**config.mk**
```make
export PLATFORM = sky130hd
export DESIGN_NAME = functional_unit_pool_allocator_flat
export DESIGN_NICKNAME = d
export VERILOG_FILES = /design/src/hw/rtl/fupa_pkg.sv /design/src/hw/rtl/fupa_req_if.sv /design/src/hw/rtl/fupa_rsp_if.sv /design/src/hw/rtl/functional_unit_pool_allocator.sv /design/src/hw/rtl/fupa_cell.sv /design/src/flat_wrapper.sv
export SDC_FILE = /design/constraint.sdc
export NUM_CORES = 2
export LEC_CHECK = 0
export ABC_CLOCK_PERIOD_IN_PS = 21300
export BUFFER_PORTS_ARGS = -buffer_cell sky130_fd_sc_hd__buf_2
export CORE_ASPECT_RATIO = 0.9
export CORE_MARGIN = 5
export CORE_UTILIZATION = 45
export DETAILED_ROUTE_END_ITERATION = 8
export SYNTH_ARGS = -nofsm -noshare
export SYNTH_HDL_FRONTEND = slang
export SYNTH_SLANG_ARGS = --single-unit
```
**constraint.sdc**
```tcl
create_clock -name clk_i -period 21.3 [get_ports clk_i]
set_input_delay 3.195 -clock clk_i [delete_from_list [all_inputs] [get_ports clk_i]]
set_output_delay 3.195 -clock clk_i [all_outputs]
set_load 0.05 [all_outputs]
```
**src/hw/rtl/fupa_pkg.sv**
```systemverilog
`timescale 1ns / 1ps
// ----------------------------------------------------------------------------
// fupa_pkg
// Shared types, constants and the operation class table of the unit pool
// allocator.
// ----------------------------------------------------------------------------
package fupa_pkg;

  localparam int MAX_UNITS   = 8;
  localparam int NUM_POOLS   = 5;
  localparam int TIME_W      = 32;
  localparam int CLASS_W     = 4;
  localparam int CFG_DATA_W  = 4;
  localparam int CFG_IDX_W   = 3;
  localparam int POOL_W      = 3;
  localparam int LAT_W       = 5;
  localparam int UNIT_IDX_W  = 3;
  localparam int FREE_W      = 4;
  localparam int UNITS_RESET = 4;

  // pool numbers, also the register indexes of the unit counts
  localparam logic [POOL_W-1:0] POOL_IALU = 3'd0;
  localparam logic [POOL_W-1:0] POOL_IMUL = 3'd1;
  localparam logic [POOL_W-1:0] POOL_FALU = 3'd2;
  localparam logic [POOL_W-1:0] POOL_FMUL = 3'd3;
  localparam logic [POOL_W-1:0] POOL_MEM  = 3'd4;

  // request modes
  localparam logic FUNC_COUNT = 1'b0;
  localparam logic FUNC_CLAIM = 1'b1;

  // operation classes
  localparam logic [CLASS_W-1:0] CLS_NONE  = 4'd0;
  localparam logic [CLASS_W-1:0] CLS_IALU  = 4'd1;
  localparam logic [CLASS_W-1:0] CLS_IMUL0 = 4'd2;
  localparam logic [CLASS_W-1:0] CLS_IMUL1 = 4'd3;
  localparam logic [CLASS_W-1:0] CLS_FALU0 = 4'd4;
  localparam logic [CLASS_W-1:0] CLS_FALU1 = 4'd5;
  localparam logic [CLASS_W-1:0] CLS_FALU2 = 4'd6;
  localparam logic [CLASS_W-1:0] CLS_FMUL0 = 4'd7;
  localparam logic [CLASS_W-1:0] CLS_FMUL1 = 4'd8;
  localparam logic [CLASS_W-1:0] CLS_FMUL2 = 4'd9;
  localparam logic [CLASS_W-1:0] CLS_MEM0  = 4'd10;
  localparam logic [CLASS_W-1:0] CLS_MEM1  = 4'd11;

  typedef enum logic {
    ST_IDLE,
    ST_EXEC
  } state_e;

  typedef struct packed {
    logic              has_pool;
    logic [POOL_W-1:0] pool;
    logic [LAT_W-1:0]  exec_lat;
    logic [LAT_W-1:0]  issue_lat;
  } class_info_t;

  // broadcast from the control to every cell of the row
  typedef struct packed {
    logic              claim;
    logic              cfg_we;
    logic [POOL_W-1:0] cfg_pool;
    logic [POOL_W-1:0] pool;
    logic [TIME_W-1:0] now;
    logic [TIME_W-1:0] rt_new;
  } cell_ctrl_t;

  function automatic class_info_t class_info(input logic [CLASS_W-1:0] cls);
    class_info_t ci;
    ci = '{has_pool: 1'b0, pool: POOL_IALU, exec_lat: 5'd0, issue_lat: 5'd0};
    case (cls)
      CLS_IALU:  ci = '{1'b1, POOL_IALU, 5'd1,  5'd1};
      CLS_IMUL0: ci = '{1'b1, POOL_IMUL, 5'd2,  5'd1};
      CLS_IMUL1: ci = '{1'b1, POOL_IMUL, 5'd1,  5'd1};
      CLS_FALU0: ci = '{1'b1, POOL_FALU, 5'd4,  5'd1};
      CLS_FALU1: ci = '{1'b1, POOL_FALU, 5'd8,  5'd8};
      CLS_FALU2: ci = '{1'b1, POOL_FALU, 5'd2,  5'd1};
      CLS_FMUL0: ci = '{1'b1, POOL_FMUL, 5'd1,  5'd1};
      CLS_FMUL1: ci = '{1'b1, POOL_FMUL, 5'd2,  5'd1};
      CLS_FMUL2: ci = '{1'b1, POOL_FMUL, 5'd4,  5'd1};
      CLS_MEM0:  ci = '{1'b1, POOL_MEM,  5'd8,  5'd8};
      CLS_MEM1:  ci = '{1'b1, POOL_MEM,  5'd16, 5'd16};
      default:   ci = '{1'b0, POOL_IALU, 5'd0,  5'd0};
    endcase
    return ci;
  endfunction

endpackage

```
**src/hw/rtl/fupa_req_if.sv**
```systemverilog
`timescale 1ns / 1ps
// ----------------------------------------------------------------------------
// fupa_req_if
// Request channel: mode, operation class and current time.
// ----------------------------------------------------------------------------
interface fupa_req_if;
  logic                               valid;
  logic                               ready;
  logic                               func;
  logic [fupa_pkg::CLASS_W-1:0]       op_class;
  logic [fupa_pkg::TIME_W-1:0]        now;

  modport source (output valid, output func, output op_class, output now, input ready);
  modport sink   (input valid, input func, input op_class, input now, output ready);
endinterface

```
**src/hw/rtl/fupa_rsp_if.sv**
```systemverilog
`timescale 1ns / 1ps
// ----------------------------------------------------------------------------
// fupa_rsp_if
// Result channel: grant, unit number, latency and free count.
// ----------------------------------------------------------------------------
interface fupa_rsp_if;
  logic                               valid;
  logic                               ready;
  logic                               granted;
  logic [fupa_pkg::UNIT_IDX_W-1:0]    unit_index;
  logic [fupa_pkg::LAT_W-1:0]         exec_latency;
  logic [fupa_pkg::FREE_W-1:0]        free_units;

  modport source (output valid, output granted, output unit_index, output exec_latency,
                  output free_units, input ready);
  modport sink   (input valid, input granted, input unit_index, input exec_latency,
                  input free_units, output ready);
endinterface

```
**src/hw/rtl/functional_unit_pool_allocator.sv**
```systemverilog
`timescale 1ns / 1ps
// ----------------------------------------------------------------------------
// functional_unit_pool_allocator
// Five pools of execution units, each a list sorted by ready time, held in
// a row of slot cells; counts ready units and claims the head unit.
// ----------------------------------------------------------------------------
//
//  channel  dir  handshake     word
//  req_i    in   valid/ready   func, op_class, now
//  rsp_o    out  valid/ready   granted, unit_index, exec_latency, free_units
//  cfg      in   cfg_we_i      cfg_idx_i (pool), cfg_data_i (unit count)
//
//  Steps, one word at a time: idle takes the word, looks up the class
//  table and forms the saturated ready time now + issue latency; exec runs the
//  cell row compare, counts ready slots and shifts the claimed unit into place.
//  Reset: asynchronous; every pool holds slot i = unit i, ready time 0, and
//  four units. A count write rebuilds that pool the same way.
//  Stalls: the result sits in an output register; the next word is taken
//  while it waits, and its update holds until the register frees up.
//
module functional_unit_pool_allocator #(
  parameter int MaxUnits = fupa_pkg::MAX_UNITS
) (
  input  logic                              clk_i,
  input  logic                              rst_ni,
  fupa_req_if.sink                          req_i,
  fupa_rsp_if.source                        rsp_o,
  input  logic                              cfg_we_i,
  input  logic [fupa_pkg::CFG_IDX_W-1:0]    cfg_idx_i,
  input  logic [fupa_pkg::CFG_DATA_W-1:0]   cfg_data_i
);

  localparam int CntW  = $clog2(MaxUnits + 1);
  localparam int UnitW = (MaxUnits > 1) ? $clog2(MaxUnits) : 1;
  localparam logic [CntW-1:0] CntReset =
      CntW'((MaxUnits < fupa_pkg::UNITS_RESET) ? MaxUnits : fupa_pkg::UNITS_RESET);

  // --------------------------------------------------------------------------
  // control
  // --------------------------------------------------------------------------
  fupa_pkg::state_e state_q, state_d;
  logic             req_fire;
  logic             exec_go;
  logic             claim;

  // captured request
  logic                          func_q;
  fupa_pkg::class_info_t         info_q;
  logic [fupa_pkg::TIME_W-1:0]   now_q;
  logic [fupa_pkg::TIME_W-1:0]   rt_new_q;
  logic [fupa_pkg::TIME_W-1:0]   rt_new_d;
  logic [fupa_pkg::TIME_W:0]     rt_sum;
  fupa_pkg::class_info_t         info_d;

  // unit counts per pool
  logic [CntW-1:0] count_q [fupa_pkg::NUM_POOLS];
  logic [CntW-1:0] cfg_count;
  logic [CntW-1:0] n_units;

  // result register
  logic                              rsp_valid_q;
  logic                              granted_q;
  logic [fupa_pkg::UNIT_IDX_W-1:0]   unit_idx_q;
  logic [fupa_pkg::LAT_W-1:0]        lat_q;
  logic [fupa_pkg::FREE_W-1:0]       free_q;
  logic [CntW-1:0]                   free_cnt;

  // cell row wiring; the extra entry is the empty right boundary
  fupa_pkg::cell_ctrl_t          ctrl;
  logic [fupa_pkg::TIME_W-1:0]   time_w   [MaxUnits+1];
  logic [UnitW-1:0]              unit_w   [MaxUnits+1];
  logic [MaxUnits:0]             le_new_w;
  logic [MaxUnits-1:0]           rdy_w;
  logic [MaxUnits-1:0]           take_w;
  logic [MaxUnits-1:0]           ins_w;

  assign req_fire = req_i.valid && req_i.ready;
  assign exec_go  = (state_q == fupa_pkg::ST_EXEC) && (!rsp_valid_q || rsp_o.ready);

  // next state
  always_comb begin
    state_d = state_q;
    case (state_q)
      fupa_pkg::ST_IDLE: begin
        if (req_fire) state_d = fupa_pkg::ST_EXEC;
      end
      fupa_pkg::ST_EXEC: begin
        if (exec_go) state_d = fupa_pkg::ST_IDLE;
      end
      default: state_d = fupa_pkg::ST_IDLE;
    endcase
  end

  // state outputs
  always_comb begin
    req_i.ready = 1'b0;
    case (state_q)
      fupa_pkg::ST_IDLE: req_i.ready = 1'b1;
      fupa_pkg::ST_EXEC: req_i.ready = 1'b0;
      default:           req_i.ready = 1'b0;
    endcase
  end

  always_ff @(posedge clk_i or negedge rst_ni) begin
    if (!rst_ni) begin
      state_q <= fupa_pkg::ST_IDLE;
    end else begin
      state_q <= state_d;
    end
  end

  // class lookup and saturated ready time of a claim
  assign info_d   = fupa_pkg::class_info(req_i.op_class);
  assign rt_sum   = {1'b0, req_i.now} + (fupa_pkg::TIME_W + 1)'(info_d.issue_lat);
  assign rt_new_d = rt_sum[fupa_pkg::TIME_W] ? '1 : rt_sum[fupa_pkg::TIME_W-1:0];

  always_ff @(posedge clk_i) begin
    if (req_fire) begin
      func_q   <= req_i.func;
      info_q   <= info_d;
      now_q    <= req_i.now;
      rt_new_q <= rt_new_d;
    end
  end

  // unit count write: 0 reads as 1, above the slot count as the slot count
  always_comb begin
    if (cfg_data_i == '0) begin
      cfg_count = CntW'(1);
    end else if (int'(cfg_data_i) > MaxUnits) begin
      cfg_count = CntW'(MaxUnits);
    end else begin
      cfg_count = CntW'(cfg_data_i);
    end
  end

  always_ff @(posedge clk_i or negedge rst_ni) begin
    if (!rst_ni) begin
      for (int p = 0; p < fupa_pkg::NUM_POOLS; p++) count_q[p] <= CntReset;
    end else if (cfg_we_i && int'(cfg_idx_i) < fupa_pkg::NUM_POOLS) begin
      count_q[cfg_idx_i] <= cfg_count;
    end
  end

  assign n_units = count_q[info_q.pool];

  // --------------------------------------------------------------------------
  // cell row
  // --------------------------------------------------------------------------
  // only the head can be claimed, and only when it is ready
  assign claim = exec_go && info_q.has_pool && (func_q == fupa_pkg::FUNC_CLAIM) && rdy_w[0];

  always_comb begin
    ctrl.claim    = claim;
    ctrl.cfg_we   = cfg_we_i && int'(cfg_idx_i) < fupa_pkg::NUM_POOLS;
    ctrl.cfg_pool = cfg_idx_i;
    ctrl.pool     = info_q.pool;
    ctrl.now      = now_q;
    ctrl.rt_new   = rt_new_q;
  end

  assign time_w[MaxUnits]   = '0;
  assign unit_w[MaxUnits]   = '0;
  assign le_new_w[MaxUnits] = 1'b0;

  for (genvar i = 0; i < MaxUnits; i++) begin : g_cell
    logic rdy_prev;
    logic take_prev;

    if (i == 0) begin : g_head
      // the head slot is always vacated by a claim
      assign rdy_prev  = 1'b1;
      assign take_prev = 1'b1;
    end else begin : g_body
      assign rdy_prev  = rdy_w[i-1];
      assign take_prev = take_w[i-1];
    end

    fupa_cell #(
      .MaxUnits (MaxUnits),
      .Idx      (i),
      .CntW     (CntW),
      .UnitW    (UnitW)
    ) u_cell (
      .clk_i       (clk_i),
      .rst_ni      (rst_ni),
      .ctrl_i      (ctrl),
      .n_units_i   (n_units),
      .new_unit_i  (unit_w[0]),
      .rdy_prev_i  (rdy_prev),
      .take_prev_i (take_prev),
      .nb_time_i   (time_w[i+1]),
      .nb_unit_i   (unit_w[i+1]),
      .nb_le_new_i (le_new_w[i+1]),
      .time_o      (time_w[i]),
      .unit_o      (unit_w[i]),
      .le_new_o    (le_new_w[i]),
      .rdy_o       (rdy_w[i]),
      .take_o      (take_w[i]),
      .ins_o       (ins_w[i])
    );
  end

  // ready slots form a prefix of the list
  always_comb begin
    free_cnt = '0;
    for (int i = 0; i < MaxUnits; i++) begin
      free_cnt = free_cnt + CntW'(rdy_w[i]);
    end
  end

  // --------------------------------------------------------------------------
  // result register
  // --------------------------------------------------------------------------
  always_ff @(posedge clk_i or negedge rst_ni) begin
    if (!rst_ni) begin
      rsp_valid_q <= 1'b0;
    end else if (exec_go) begin
      rsp_valid_q <= 1'b1;
    end else if (rsp_o.ready) begin
      rsp_valid_q <= 1'b0;
    end
  end

  always_ff @(posedge clk_i) begin
    if (exec_go) begin
      granted_q  <= claim;
      unit_idx_q <= claim ? fupa_pkg::UNIT_IDX_W'(unit_w[0]) : '0;
      lat_q      <= claim ? info_q.exec_lat : '0;
      free_q     <= info_q.has_pool ? fupa_pkg::FREE_W'(free_cnt) : '0;
    end
  end

  assign rsp_o.valid        = rsp_valid_q;
  assign rsp_o.granted      = granted_q;
  assign rsp_o.unit_index   = unit_idx_q;
  assign rsp_o.exec_latency = lat_q;
  assign rsp_o.free_units   = free_q;

  // --------------------------------------------------------------------------
  // assertions
  // --------------------------------------------------------------------------
  a_one_insert: assert property (@(posedge clk_i) disable iff (!rst_ni)
    claim |-> $onehot(ins_w))
    else $error("claim did not place the unit in exactly one slot");

  a_no_insert_idle: assert property (@(posedge clk_i) disable iff (!rst_ni)
    !claim |-> ins_w == '0)
    else $error("slot took a unit without a claim");

  a_free_bound: assert property (@(posedge clk_i) disable iff (!rst_ni)
    exec_go |-> free_cnt <= n_units)
    else $error("free count above pool size");

  a_deny_clean: assert property (@(posedge clk_i) disable iff (!rst_ni)
    rsp_o.valid && !rsp_o.granted |-> rsp_o.unit_index == '0 && rsp_o.exec_latency == '0)
    else $error("denied result carries unit or latency");

  a_exec_holds: assert property (@(posedge clk_i) disable iff (!rst_ni)
    state_q == fupa_pkg::ST_EXEC && !exec_go |=> state_q == fupa_pkg::ST_EXEC && $stable(now_q))
    else $error("pending request lost while result register full");

endmodule

```
**src/hw/rtl/fupa_cell.sv**
```systemverilog
`timescale 1ns / 1ps
// ----------------------------------------------------------------------------
// fupa_cell
// One slot position of the sorted unit lists, for all pools at once.
// ----------------------------------------------------------------------------
module fupa_cell #(
  parameter int MaxUnits = fupa_pkg::MAX_UNITS,
  parameter int Idx      = 0,
  parameter int CntW     = $clog2(MaxUnits + 1),
  parameter int UnitW    = (MaxUnits > 1) ? $clog2(MaxUnits) : 1
) (
  input  logic                          clk_i,
  input  logic                          rst_ni,
  input  fupa_pkg::cell_ctrl_t          ctrl_i,
  input  logic [CntW-1:0]               n_units_i,
  input  logic [UnitW-1:0]              new_unit_i,
  input  logic                          rdy_prev_i,
  input  logic                          take_prev_i,
  input  logic [fupa_pkg::TIME_W-1:0]   nb_time_i,
  input  logic [UnitW-1:0]              nb_unit_i,
  input  logic                          nb_le_new_i,
  output logic [fupa_pkg::TIME_W-1:0]   time_o,
  output logic [UnitW-1:0]              unit_o,
  output logic                          le_new_o,
  output logic                          rdy_o,
  output logic                          take_o,
  output logic                          ins_o
);

  localparam logic [CntW-1:0] IdxC    = CntW'(Idx);
  localparam logic [CntW-1:0] IdxNext = CntW'(Idx + 1);

  logic [fupa_pkg::TIME_W-1:0] time_q [fupa_pkg::NUM_POOLS];
  logic [fupa_pkg::TIME_W-1:0] time_d [fupa_pkg::NUM_POOLS];
  logic [UnitW-1:0]            unit_q [fupa_pkg::NUM_POOLS];
  logic [UnitW-1:0]            unit_d [fupa_pkg::NUM_POOLS];
  logic                        active;
  logic                        take_next;

  assign active    = IdxC < n_units_i;
  assign take_next = (IdxNext < n_units_i) && nb_le_new_i;

  assign time_o   = time_q[ctrl_i.pool];
  assign unit_o   = unit_q[ctrl_i.pool];
  assign le_new_o = time_o <= ctrl_i.rt_new;
  assign rdy_o    = rdy_prev_i && active && (time_o <= ctrl_i.now);
  assign take_o   = take_next;
  assign ins_o    = ctrl_i.claim && active && take_prev_i && !take_next;

  // on a claim: pull from the right neighbor while its time is at or before
  // the new time, the first cell that stops pulling takes the claimed unit
  always_comb begin
    for (int p = 0; p < fupa_pkg::NUM_POOLS; p++) begin
      time_d[p] = time_q[p];
      unit_d[p] = unit_q[p];
      if (ctrl_i.cfg_we && ctrl_i.cfg_pool == fupa_pkg::POOL_W'(p)) begin
        time_d[p] = '0;
        unit_d[p] = UnitW'(Idx);
      end else if (ctrl_i.claim && active && ctrl_i.pool == fupa_pkg::POOL_W'(p)) begin
        if (take_next) begin
          time_d[p] = nb_time_i;
          unit_d[p] = nb_unit_i;
        end else if (take_prev_i) begin
          time_d[p] = ctrl_i.rt_new;
          unit_d[p] = new_unit_i;
        end
      end
    end
  end

  always_ff @(posedge clk_i or negedge rst_ni) begin
    if (!rst_ni) begin
      for (int p = 0; p < fupa_pkg::NUM_POOLS; p++) begin
        time_q[p] <= '0;
        unit_q[p] <= UnitW'(Idx);
      end
    end else begin
      for (int p = 0; p < fupa_pkg::NUM_POOLS; p++) begin
        time_q[p] <= time_d[p];
        unit_q[p] <= unit_d[p];
      end
    end
  end

endmodule
```
**src/flat_wrapper.sv**
```systemverilog
// flat-port wrapper written by rule: the top's interface ports become plain ports
module functional_unit_pool_allocator_flat 
#(
  parameter int MaxUnits = fupa_pkg::MAX_UNITS
)
  (clk_i, rst_ni, cfg_we_i, cfg_idx_i, cfg_data_i, req_i_valid, req_i_func, req_i_op_class, req_i_now, req_i_ready, rsp_o_valid, rsp_o_granted, rsp_o_unit_index, rsp_o_exec_latency, rsp_o_free_units, rsp_o_ready);
  fupa_req_if req_i_i ();
  fupa_rsp_if rsp_o_i ();
  input  logic clk_i;
  input  logic rst_ni;
  input  logic cfg_we_i;
  input  logic [fupa_pkg::CFG_IDX_W-1:0] cfg_idx_i;
  input  logic [fupa_pkg::CFG_DATA_W-1:0] cfg_data_i;
  input wire logic [$bits(req_i_i.valid)-1:0] req_i_valid;
  input wire logic [$bits(req_i_i.func)-1:0] req_i_func;
  input wire logic [$bits(req_i_i.op_class)-1:0] req_i_op_class;
  input wire logic [$bits(req_i_i.now)-1:0] req_i_now;
  output wire logic [$bits(req_i_i.ready)-1:0] req_i_ready;
  output wire logic [$bits(rsp_o_i.valid)-1:0] rsp_o_valid;
  output wire logic [$bits(rsp_o_i.granted)-1:0] rsp_o_granted;
  output wire logic [$bits(rsp_o_i.unit_index)-1:0] rsp_o_unit_index;
  output wire logic [$bits(rsp_o_i.exec_latency)-1:0] rsp_o_exec_latency;
  output wire logic [$bits(rsp_o_i.free_units)-1:0] rsp_o_free_units;
  input wire logic [$bits(rsp_o_i.ready)-1:0] rsp_o_ready;
  assign req_i_i.valid = req_i_valid;
  assign req_i_i.func = req_i_func;
  assign req_i_i.op_class = req_i_op_class;
  assign req_i_i.now = req_i_now;
  assign req_i_ready = req_i_i.ready;
  assign rsp_o_valid = rsp_o_i.valid;
  assign rsp_o_granted = rsp_o_i.granted;
  assign rsp_o_unit_index = rsp_o_i.unit_index;
  assign rsp_o_exec_latency = rsp_o_i.exec_latency;
  assign rsp_o_free_units = rsp_o_i.free_units;
  assign rsp_o_i.ready = rsp_o_ready;
  functional_unit_pool_allocator #(.MaxUnits(MaxUnits)) u_core (.clk_i(clk_i), .rst_ni(rst_ni), .req_i(req_i_i), .rsp_o(rsp_o_i), .cfg_we_i(cfg_we_i), .cfg_idx_i(cfg_idx_i), .cfg_data_i(cfg_data_i));
endmodule
```
== After elaboration in Yosys (flattened, before gate mapping) ==
Memories as Yosys holds them, arrays and structs flattened.
Index checks and enable logic that the tools add are counted.

* Output and inout port bits: 15
* Bits in registers: 1509
* Memories: 1
* Input bits: 49
* Logic and storage cells: 593
* ROM bits: 192

{| class="wikitable"
|+ Memories
! memory !! depth !! width !! rd ports !! clocked after memory_dff !! write ports !! RTL line !! RTL
|-
| (name not given) || 16 || 12 || 1 || 0 || 0 || fupa_pkg.sv:71 || <nowiki>case (cls)</nowiki>
|}

* Mux-type cells: 250
* Equality and inequality tests: 8
* Reduce and logical (&&, ||, !) cells: 198
* $lt $le $gt $ge: 28
* Add/subtract/negate cells: 8
* Bitwise operators: 3

{| class="wikitable"
|+ Operators with widths
! kind !! count
|-
| 2-to-1 mux 32 bit || 110
|-
| binary-select mux 32 bit (select 3 bit) || 8
|-
| less-or-equal comparator 32 bit || 15
|-
| 2-to-1 mux 3 bit || 110
|-
| nonzero test 2 bit || 46
|-
| nonzero test 3 bit || 30
|-
| logical AND 1 bit || 82
|-
| binary-select mux 3 bit (select 3 bit) || 8
|-
| AND reduction 2 bit || 35
|-
| adder 32 x 5 -> 33 bit || 1
|-
| adder 4 x 1 -> 4 bit || 6
|-
| bitwise mux 20 bit || 1
|-
| 2-to-1 mux 4 bit || 5
|-
| less-than comparator 3 x 4 -> 1 bit, first input constant || 4
|-
| binary-select mux 4 bit (select 3 bit) || 1
|-
| demux 4 bit (select 3 bit) || 1
|-
| == test 3 x 2 -> 1 bit, second input constant || 4
|-
| greater-or-equal comparator 4 bit, second input constant || 2
|-
| less-than comparator 1 x 4 -> 1 bit, first input constant || 2
|-
| less-than comparator 2 x 4 -> 1 bit, first input constant || 2
|-
| inverter 3 -> 4 bit || 2
|-
| == test 3 x 1 -> 1 bit, second input constant || 2
|-
| == test 3 bit, second input constant || 2
|-
| logical NOT 3 bit || 2
|-
| 10 further kinds || 14
|}

== Depth between registers and ports, before layout ==
* Word-level depth: 21
* Mapped depth: 28
* Mapped depth without buffers: 21

== Modules after synthesis ==
From an unflattened synthesis, not the netlist that was laid out.

* Cells, all modules: 8827
* Area, all modules: 85897.4 um^2

{| class="wikitable"
|+ Modules (own cells, without submodules)
! module !! cells each !! area an instance (um^2) !! sequential area each (um^2) !! instances
|-
| fupa_cell (u_core.g_cell[3].u_cell) || 1070 || 10266.1 || 4391.7 || 1
|-
| fupa_cell (u_core.g_cell[1].u_cell) || 1073 || 10216.0 || 4385.5 || 1
|-
| fupa_cell (u_core.g_cell[5].u_cell) || 1068 || 10156.0 || 4391.7 || 1
|-
| fupa_cell (u_core.g_cell[4].u_cell) || 1074 || 10154.7 || 4385.5 || 1
|-
| fupa_cell (u_core.g_cell[7].u_cell) || 1078 || 10109.7 || 4398.0 || 1
|-
| fupa_cell (u_core.g_cell[6].u_cell) || 1036 || 10104.7 || 4391.7 || 1
|-
| fupa_cell (u_core.g_cell[0].u_cell) || 1057 || 10003.3 || 4379.2 || 1
|-
| fupa_cell (u_core.g_cell[2].u_cell) || 995 || 9919.5 || 4385.5 || 1
|-
| functional_unit_pool_allocator || 376 || 4967.3 || 3169.3 || 1
|}

== Worst setup path after synthesis ==
OpenSTA, ideal clock, no wires.

* Kind: register -> register
* Start point: reg u_core.info_q, in the netlist u_core.ctrl[64]
* End point: reg u_core.free_q, in the netlist u_core.rsp_o.free_units[1], data pin
* Slack: 14289 ps
* Buffers on the path: 8
* Data required time: 21045 ps
* Data arrival time: 6756 ps
* Stages on the path, launching flop included: 27
* Setup time: 255 ps
* Clock period less this slack: 7011 ps
* Cell sequence: edfxtp_1 > buf_4 > buf_6 > buf_2 > buf_2 > buf_2 > buf_2 > buf_2 > mux4_2 > a22o_1 > ha_1 > nand4_1 > nor4_1 > a22oi_1 > buf_2 > or2_2 > nand2b_1 > nor4_1 > o2111ai_1 > fa_1 > inv_1 > fa_1 > inv_1 > fa_1 > inv_1 > fa_1 > and2_1

* Word-level cells in the longest chain between the ends: 21
* Elaborated cells on any way between the ends: 66
* Those cells by class: add/sub: 7; order compare: 16; mux: 27; bitwise: 1; reduce/logical: 15

{| class="wikitable"
|+ RTL lines
! item !! RTL line !! RTL
|-
| start: declaration || functional_unit_pool_allocator.sv:48 || <nowiki>fupa_pkg::class_info_t info_q;</nowiki>
|-
| start signal: assignment || functional_unit_pool_allocator.sv:120 || <nowiki>info_q <= info_d;</nowiki>
|-
| inverter 3 -> 4 bit (not written as such) * || functional_unit_pool_allocator.sv:145, fupa_cell.sv:43 ||
|-
| branches (longest 19 deep; another with less-or-equal comparator 32 bit) || n/a ||
|-
| adder 4 x 1 -> 4 bit * || functional_unit_pool_allocator.sv:208 || <nowiki>free_cnt = free_cnt + CntW'(rdy_w[i]);</nowiki>
|-
| via u_core.free_cnt[1] || functional_unit_pool_allocator.sv:66 || <nowiki>logic [CntW-1:0] free_cnt;</nowiki>
|-
| end signal: assignment || functional_unit_pool_allocator.sv:230 || <nowiki>free_q <= info_q.has_pool ? fupa_pkg::FREE_W'(free_cnt) : '0;</nowiki>
|-
| end: declaration || functional_unit_pool_allocator.sv:65 || <nowiki>logic [fupa_pkg::FREE_W-1:0] free_q;</nowiki>
|}

Mark *: on every way through the listed nets, which the timed path passes. The select of a mux whose other input is x is not followed.
A chain may end at the register's enable or synchronous reset.

== Worst setup path after layout ==
* Start point: reg u_core.info_q, in the netlist u_core.ctrl[65]
* End point: reg u_core.free_q, in the netlist u_core.rsp_o.free_units[1], data pin

Same word-level chain as after synthesis.

==> results.yml <==
run_status:
  status: "complete, no violations"
cts:
  tritoncts_num_sinks: 1509
  cts_made_buffers: 166
  post_cts_resized: 0
  postCtsSetupBuffers: 0
  ctsRootBufferMaster: "clkbuf_16"
  path_clk_slew_ps: 60
  cts_tree: "built"
  cts_buffer_depth: 3
  htreeDepth: 4
  holdBufCountCts: 0
  insertion_delay_ps: 850
timing:
  tmin_final_ps: 8890
  final.setup.tns_ps: 0
  fin_hold_ws_ps: 473
  hold_viol_final: 0
  finalMaxSlewViolations: 0
  setup_repair_after_global_routing_missed_its_margin: "false"
  fmax_mhz: 112
  worst_clock_skew_ps: 57.6
  timing_worst_slew_pin_value_ps: 1350
  setup_viol: 0
  period_share: 0.418
  relSlewSlack: 0.0731
global_routing:
  globalRouteTotalUtil: 0.337
  antenna_found_initial: 17
  first_global_vias: 72149
  grt_pass1_wl_mm: 497
  gr-total-overflow: 0
  grt_start_max_net_pins: 183
hold_path:
  worstHoldPathCells: 2
  worst_hold_path.endpoint: "u_core.g_cell[0].u_cell.time_q[131]"
  hold_path_startpoint: "u_core.g_cell[0].u_cell.time_q[131]"
  min_path_type: "flip-flop to flip-flop"
power_and_ir_drop:
  p_leak_nw: 40.9
  worst_ir_drop_vdd_mv: 0.0855
  fin_total_pwr_mw: 9.32
  pwr_density_cell_nw_per_um2: 100
worst_setup_path:
  criticalPathCategory: "flip-flop to flip-flop"
  rr_worst_depth: 23
  r2r_setup_slack_ps: 12410
  cp_data_required_time_ps: 21890
  timing.critical_path.arrival_ps: 9480
  timing.critical_path.from_type: "flip-flop"
  timing.rr.end: "u_core.rsp_o.free_units[1]"
  end_kind: "flip-flop"
  crit_fanout: 41
  reg2reg_from: "u_core.ctrl[65]"
final_layout:
  area_growth_syn_to_layout_pct: 9.59
  final_net_count: 8866
  mostFrequentLayoutCells: "nand2_1, dfrtp_1, o21ai_0"
  fraction_of_layout_cells_with_a_size_suffix_above_1: 0.135
  final_core_util: 0.495
  finalInstanceArea_um2: 92800
  layout_commonest_cell: "nand2_1"
synth:
  number_of_storage_elements_in_the_synthesis_netlist: 1509
  postSynth.asyncResetShare: 0.942
  synth.lib_cells_used.distinct: 87
  seq_area_frac_synth: 0.452
  synthFlopType: "dfrtp_1"
  yosys.area.top_type_share: 0.401
  postSynthAreaPerCell_um2: 9.80
  synth_largest_area_cell: "dfrtp_1"
  postSynthNetCount: 9182
  ys_top_cells_by_area: "dfrtp_1, ha_1, mux4_2, nand2_1, o21ai_0"
  synth.yosys.warnings: 0
  post_synth_edffs: 87
  syn_inst: 8642
  syn_area_um2: 84700
place:
  placed_cell_area_um2: 87300
  buffer_ports.inserted: 63
  hpwl_mm: 211
  place_congestion: 0.964
drt:
  remaining_drcs: 0
  vias: 74036
  drt-initial-drc-count: 10335
  routed_wirelength_mm: 340
  post_drt_via_cell_ratio: 6.73
  avgRoutedWirePerCell_um: 30.9
  routed_antenna_nets: 0
  number_of_iterations_in_the_first_detailed_routing_pass: 7
floorplanning:
  chipHeight_um: 422
  placeableCoreArea_um2: 188000
  io_pins: 64
  initial_core_util: 0.451
  fp.dieArea_um2: 197000
  die_w_um: 467
  row_count: 151
job:
  cap_violations: 0
## how the worst max path moves through the flow
| stage | startpoint | endpoint | slack [ps] | cells past startpoint |
|---|---|---|---|---|
| 6_report | u_core.ctrl[65] | u_core.rsp_o.free_units[1] | 12410 | 23 |
| 5_1_grt | u_core.ctrl[65] | u_core.rsp_o.free_units[1] | 12190 | 23 |
| 2_1_floorplan | u_core.ctrl[64] | u_core.rsp_o.free_units[1] | 14290 | 26 |
| 3_5_place_dp | u_core.ctrl[65] | u_core.rsp_o.free_units[1] | 12630 | 23 |
| 3_3_place_gp | u_core.ctrl[65] | u_core.rsp_o.free_units[1] | 12650 | 23 |
| 4_1_cts | u_core.ctrl[65] | u_core.rsp_o.free_units[1] | 12560 | 23 |
## area by class of cell
class	instances	area (um2)
Sequential cell	1509	38300
Multi-Input combinational cell	6251	43200
Inverter	90	347
Clock buffer	257	4920
Timing Repair Buffer	308	2270
Tap cell	2524	3160
Fill cell	17123	94800
Antenna cell	8	20.0
Clock inverter	47	602
## metrics by stage
step                      worst slack (ps)  instances
after floorplan                      14290       8642
after global placement               12650      10681
after detailed placement             12630      10682
after CTS                            12560      10986
after global routing                 12190      10989
final                                12410      10994
## synthesized netlist by cell type, types with 9 or more instances
master / instances
xnor2_1: 15
nor2b_1: 31
and2_1: 13
nor2_1: 159
o21ai_0: 930
a221oi_1: 14
o211ai_1: 289
xor2_1: 9
a22oi_1: 26
and3_1: 16
a31oi_1: 22
nand3_1: 593
o21ai_1: 105
nand2b_1: 19
o21a_1: 21
nand4_1: 166
a21oi_1: 729
buf_2: 153
mux2i_1: 99
inv_1: 88
clkbuf_1: 558
nand2_1: 1377
ha_1: 487
a22o_1: 253
buf_1: 50
buf_6: 9
mux2_2: 164
nor4_1: 26
o31ai_1: 174
and4_1: 11
edfxtp_1: 87
dfrtp_1: 1357
a21o_1: 40
a211oi_1: 22
or3_1: 10
nor3_1: 31
dfstp_2: 65
mux4_2: 269
buf_4: 22
## worst max-delay path, cell delays in order, from the launching register on
cell and delay (ps):
edfxtp_1 380, buf_4 540, buf_4 710, buf_4 640, buf_4 680, mux4_2 400, a22o_1 250, ha_1 310
and2_0 170, a221o_1 300, a221oi_1 510, o21ai_0 250, a211oi_1 250, a21oi_1 190, nor4_1 570, o2111ai_1 270
fa_1 530, inv_1 50, fa_1 480, inv_1 50, fa_1 350, inv_1 100, fa_1 400, and2_1 160
## flip-flops by register name (all words and copies together), names as in the netlist
| name | cells |
|---|---|
| u_core.rsp_o.granted | 1 |
| u_core.info_q | 6 |
| u_core.g_cell.u_cell.time_q | 1280 |
| u_core.state_q | 1 |
| u_core.rsp_o.exec_latency | 5 |
| u_core.count_q | 20 |
| u_core.rsp_o.valid | 1 |
| u_core.now_q | 32 |
| u_core.rsp_o.unit_index | 3 |
| u_core.rt_new_q | 32 |
| u_core.g_cell.u_cell.unit_q | 120 |
| u_core.func_q | 1 |
| u_core.ctrl | 3 |
| u_core.rsp_o.free_units | 4 |
## layer usage
layer  track usage  wire length (um)  up-vias
li1              -                 -    31195
met5             0                91        -
met4         0.171             20000        6
met2         0.473            141000     4802
met1         0.452            133000    36977
met3         0.128             46200     1056
## logic make-up (layout without fill, tap and decap cells)
| logic type | Yosys count | in the layout | share of synthesized area |
|---|---|---|---|
| flip-flops | 1509 | 1509 | 0.452 |
| AO/OA/AOI/OAI | 2701 | 2701 | 0.193 |
| buffers and inverters | 882 | 702 | 0.0431 |
| multiplexers | 532 | 532 | 0.105 |
| other | 0 | 8 | 0 |
| XOR/XNOR | 24 | 24 | 0.00248 |
| AND/OR/NAND/NOR | 2503 | 2503 | 0.132 |
| adder cells (fa/ha/maj) | 491 | 491 | 0.0729 |
## report_power, final
| group | switching (mW) | internal (mW) |
|---|---|---|
| registers | 0.196 | 3.29 |
| clock network | 1.28 | 1.69 |
| logic | 2.03 | 0.830 |
| total | 3.51 | 5.81 |
No activity file was read; power rests on OpenSTA's default activity.
